`src/hw/rtl/rws_pkg.sv`:
```
package rws_pkg;

    // field widths
    localparam int FIT_W    = 16;
    localparam int SUM_W    = 24;
    localparam int PROD_W   = FIT_W + SUM_W;
    localparam int ACT_W    = 2;
    localparam int EIDX_W   = 8;
    localparam int PCNT_W   = 9;
    localparam int DSTEP_W  = 5;

    localparam logic [SUM_W-1:0]  SUM_MAX   = {SUM_W{1'b1}};
    localparam logic [FIT_W-1:0]  AVG_MAX   = {FIT_W{1'b1}};
    localparam logic [PCNT_W-1:0] PCNT_RST  = 9'd256;

    // action codes
    localparam logic [ACT_W-1:0] ACT_WR   = 2'd0;
    localparam logic [ACT_W-1:0] ACT_STAT = 2'd1;
    localparam logic [ACT_W-1:0] ACT_SEL  = 2'd2;

    // result kinds
    localparam logic KIND_STAT = 1'b0;
    localparam logic KIND_SEL  = 1'b1;

    // controller to datapath
    typedef struct packed {
        logic wr;
        logic start;
        logic sel;
        logic scan;
        logic div_start;
        logic load_out;
    } t_cmd;

    // datapath to controller
    typedef struct packed {
        logic scan_done;
        logic div_done;
        logic out_free;
    } t_sts;

endpackage

```
`src/hw/rtl/rws_ctrl.sv`:
```
module rws_ctrl (
    input  logic                      i_clk,
    input  logic                      i_rst_n,
    input  logic                      i_in_valid,
    input  logic [rws_pkg::ACT_W-1:0] i_action,
    output logic                      o_in_ready,
    output rws_pkg::t_cmd             o_cmd,
    input  rws_pkg::t_sts             i_sts
);
    import rws_pkg::*;

    localparam logic [2:0] S_IDLE  = 3'd0;
    localparam logic [2:0] S_SCAN  = 3'd1;
    localparam logic [2:0] S_DIVGO = 3'd2;
    localparam logic [2:0] S_DIVW  = 3'd3;
    localparam logic [2:0] S_OUT   = 3'd4;

    logic [2:0] r_state;
    logic [2:0] n_state;
    logic       r_sel;
    logic       n_sel;
    logic       accept;

    assign o_in_ready = (r_state == S_IDLE);
    assign accept     = o_in_ready && i_in_valid;

    // next state and commands
    always_comb begin
        n_state = r_state;
        n_sel   = r_sel;
        o_cmd   = '0;
        o_cmd.sel = r_sel;
        unique case (r_state)
            S_IDLE: begin
                o_cmd.sel = (i_action == ACT_SEL);
                if (accept) begin
                    o_cmd.wr = (i_action == ACT_WR);
                    if ((i_action == ACT_STAT) || (i_action == ACT_SEL)) begin
                        o_cmd.start = 1'b1;
                        n_sel       = (i_action == ACT_SEL);
                        n_state     = S_SCAN;
                    end
                end
            end
            S_SCAN: begin
                o_cmd.scan = 1'b1;
                if (i_sts.scan_done) begin
                    n_state = r_sel ? S_OUT : S_DIVGO;
                end
            end
            S_DIVGO: begin
                o_cmd.div_start = 1'b1;
                n_state         = S_DIVW;
            end
            S_DIVW: begin
                if (i_sts.div_done) begin
                    n_state = S_OUT;
                end
            end
            S_OUT: begin
                if (i_sts.out_free) begin
                    o_cmd.load_out = 1'b1;
                    n_state        = S_IDLE;
                end
            end
            default: begin
                n_state = S_IDLE;
            end
        endcase
    end

    // state register
    always_ff @(posedge i_clk) begin
        if (!i_rst_n) begin
            r_state <= S_IDLE;
            r_sel   <= 1'b0;
        end else begin
            r_state <= n_state;
            r_sel   <= n_sel;
        end
    end

endmodule

```
`config.mk`:
```
export PLATFORM = sky130hd
export DESIGN_NAME = rws_ctrl
export DESIGN_NICKNAME = d
export VERILOG_FILES = /design/src/hw/rtl/rws_pkg.sv /design/src/hw/rtl/rws_ctrl.sv
export SDC_FILE = /design/constraint.sdc
export NUM_CORES = 1
export LEC_CHECK = 0
export BUFFER_PORTS_ARGS = -buffer_cell sky130_fd_sc_hd__buf_2
export CORE_AREA = 2 2 39 41
export DETAILED_ROUTE_END_ITERATION = 12
export DIE_AREA = 0 0 41 43
export HOLD_SLACK_MARGIN = 0.02
export SETUP_SLACK_MARGIN = 0.05
export SKIP_CTS_REPAIR_TIMING = 1
export SLEW_MARGIN = 20
export SYNTH_ARGS = -nofsm -noshare
export SYNTH_HDL_FRONTEND = slang
export SYNTH_SLANG_ARGS = --single-unit
```
`constraint.sdc`:
```
create_clock -name i_clk -period 1.3 [get_ports i_clk]
set_input_delay 0.195 -clock i_clk [delete_from_list [all_inputs] [get_ports i_clk]]
set_output_delay 0.195 -clock i_clk [all_outputs]
set_load 0.005 [all_outputs]
```
==> results.cfg <==
[run_status]
status = finished, violations left
violations = negative setup slack

[power_and_ir_drop]
total_power_mw = 0.430
power_density_nw_per_um2 = 880
leakagePower_nw = 0.231
max-vdd-ir-drop_v = 0.000503

[clocking]
clock_latency_ps = 230
cts_root_buf = clkbuf_4
htreeDepth = 1
clock_sinks = 4
cts_tree = built
clkTransAtPathRegs_ps = 40
cts_buffer_depth = 2
numCtsBuffers = 3

[critical_path]
worst_setup_path_start_kind = flip-flop
cp-end-kind = output pin
crit_arrival_ps = 1200
worstPathCellList = nor3_4 -> mux2_4 -> buf_6
r2r_slack_ps = 200
cp_slowest_cell = dfxtp_2
crit_type = flip-flop to output pin
max_stage_delay_ps = 320
path_max_fanout = 2
cp.required_ps = 1110

[yosys]
yosysTopAreaCell = dfxtp_1
postSynthAreaPerCell_sq_um = 8.62
syn-instance-count = 35
syn_area_sq_um = 302
yosys.area.top_type_share = 0.266
synth-edff-count = 0
synth-main-ff-cell = dfxtp_1
ys_ff_latch = 4
yosysWarnings = 0
synth_nets = 45
yosysSeqAreaShare = 0.266
async_flop_share = 0
ys_types = 22
synth_area_leaders = dfxtp_1, ha_1, nand2_1, a311oi_1, nor3_4

[die]
core_area_sq_um = 1380
fp.dieH_um = 43
dieWidth_um = 41
placementRows = 14
dieArea_sq_um = 1760
start_util = 0.218
io-pin-count = 15

[timing]
max_slew_margin = 0.818
fin_hold_ws_ps = 210
max_freq_ghz = 0.717
slew_viol_final = 0
final-setup-viol-count = 3
tightest_slew_ps = 269
hold_viol_final = 0
fin_crit_sh = 1.07
rsz0062_at_grt = true
period_minus_slack_ps = 1390
setup_ws_ps = -94.9
finClkSkew_ps = 1.97

[final_layout]
diodes = 0
layout-drive-gt1-share = 0.582
area_growth_pct = 61.8
layout.cells.non_filler = 71
nets = 67
multi_input_area_sq_um = 213
regArea_sq_um = 83.8
num-fill-cells = 149

[drt]
drt_iter0_markers = 2
viasPerCell = 4.45
routed-via-count = 316
dr.pass1.iters = 2
wl_per_cell_um = 10.1
wirelength_um = 717
final_antenna_net_count = 0
drc = 0

[global_routing]
grt_pass1_vias = 298
grt_max_degree = 11
globalRouteTotalUtil = 0.0915
overflow = 0
grt_pass1_wl_um = 1120
antenna_found_initial = 0

[min_path]
holdCritPathClass = input pin to flip-flop

[placement]
place_congestion = 0.731
place_inst = 67
place_hpwl_um = 564
numPortBuffers = 14

[job]
cap_violations = 0
==> per-layer routing <==
layer	routed length, um	GRT usage
met1	274	0.106
met2	433	0.153
met3	10	0
met4	0	0.0600
met5	0	0
==> final cells by class <==
class	instances	share of cell area
sequential	4	0.172
inverter	3	0.0231
timing repair buffer	19	0.282
tap	16	0.0410
clock buffer	3	0.0462
multi-input combinational	26	0.436
==> state kept, by name, indices dropped and copies added (netlist names) <==
register and cells:
r_state 3, r_sel 1
==> cell usage after synthesis, drive strengths merged, types with 2 or more instances <==
cell	number
and3	2
nor2	2
buf	2
ha	2
nor3	3
dfxtp	4
inv	3
a311oi	2
nand2	5
==> metrics by stage <==
stage	cell area, sq um	setup WS (ps)	setup TNS, ps	utilization
global placement	405	138	0	0.293
finish	488	-94.9	-197	0.353
floorplan	302	147	0	-
detailed placement	405	133	0	0.293
global route	488	-136	-337	0.353
CTS	428	-117	-243	0.309
==> worst paths after layout <==
path                                start                 endpoint  cells after the start
setup / recovery  r_state[2]$_SDFFE_PN0P_                 o_cmd[3]                      3
hold / removal                   i_sts[1]  r_state[0]$_SDFFE_PN0P_                      2
hold reg to reg        r_sel$_SDFFE_PN0P_       r_sel$_SDFFE_PN0P_                      2
setup reg to reg  r_state[2]$_SDFFE_PN0P_       r_sel$_SDFFE_PN0P_                      4
==> layout by cell type, fill, tap and decap left out, drive strengths merged, types with 2 or more instances in the layout <==
cell and n:
buf 19, nand2 5, dfxtp 4, clkbuf 3, inv 3, nor3 3
and3 2, a311oi 2, nor2 2, ha 2
==> worst max-delay path: cells and delay by family, from the launching register on <==
family	cells	cell delay, ps
and+or+nand+nor	1	220
buffers and inverters	1	110
muxes	1	320
DFF	1	320
==> power breakdown <==
group	leakage, nW	switching [mW]	internal [mW]
clock	0.0138	0.0449	0.103
combinational	0.183	0.0590	0.0832
sequential	0.0339	0.00796	0.132
==> logic make-up (layout without fill, tap and decap cells) <==
logic type / Yosys count / after routing / synth area share
flip-flops: 4 / 4 / 0.266
multiplexers: 2 / 2 / 0.0705
buffers and inverters: 5 / 25 / 0.0913
AO/OA/AOI/OAI: 5 / 5 / 0.137
adder cells (fa/ha/maj): 2 / 2 / 0.0830
AND/OR/NAND/NOR: 17 / 17 / 0.353
Note: power is estimated with default switching activity, not from simulation.
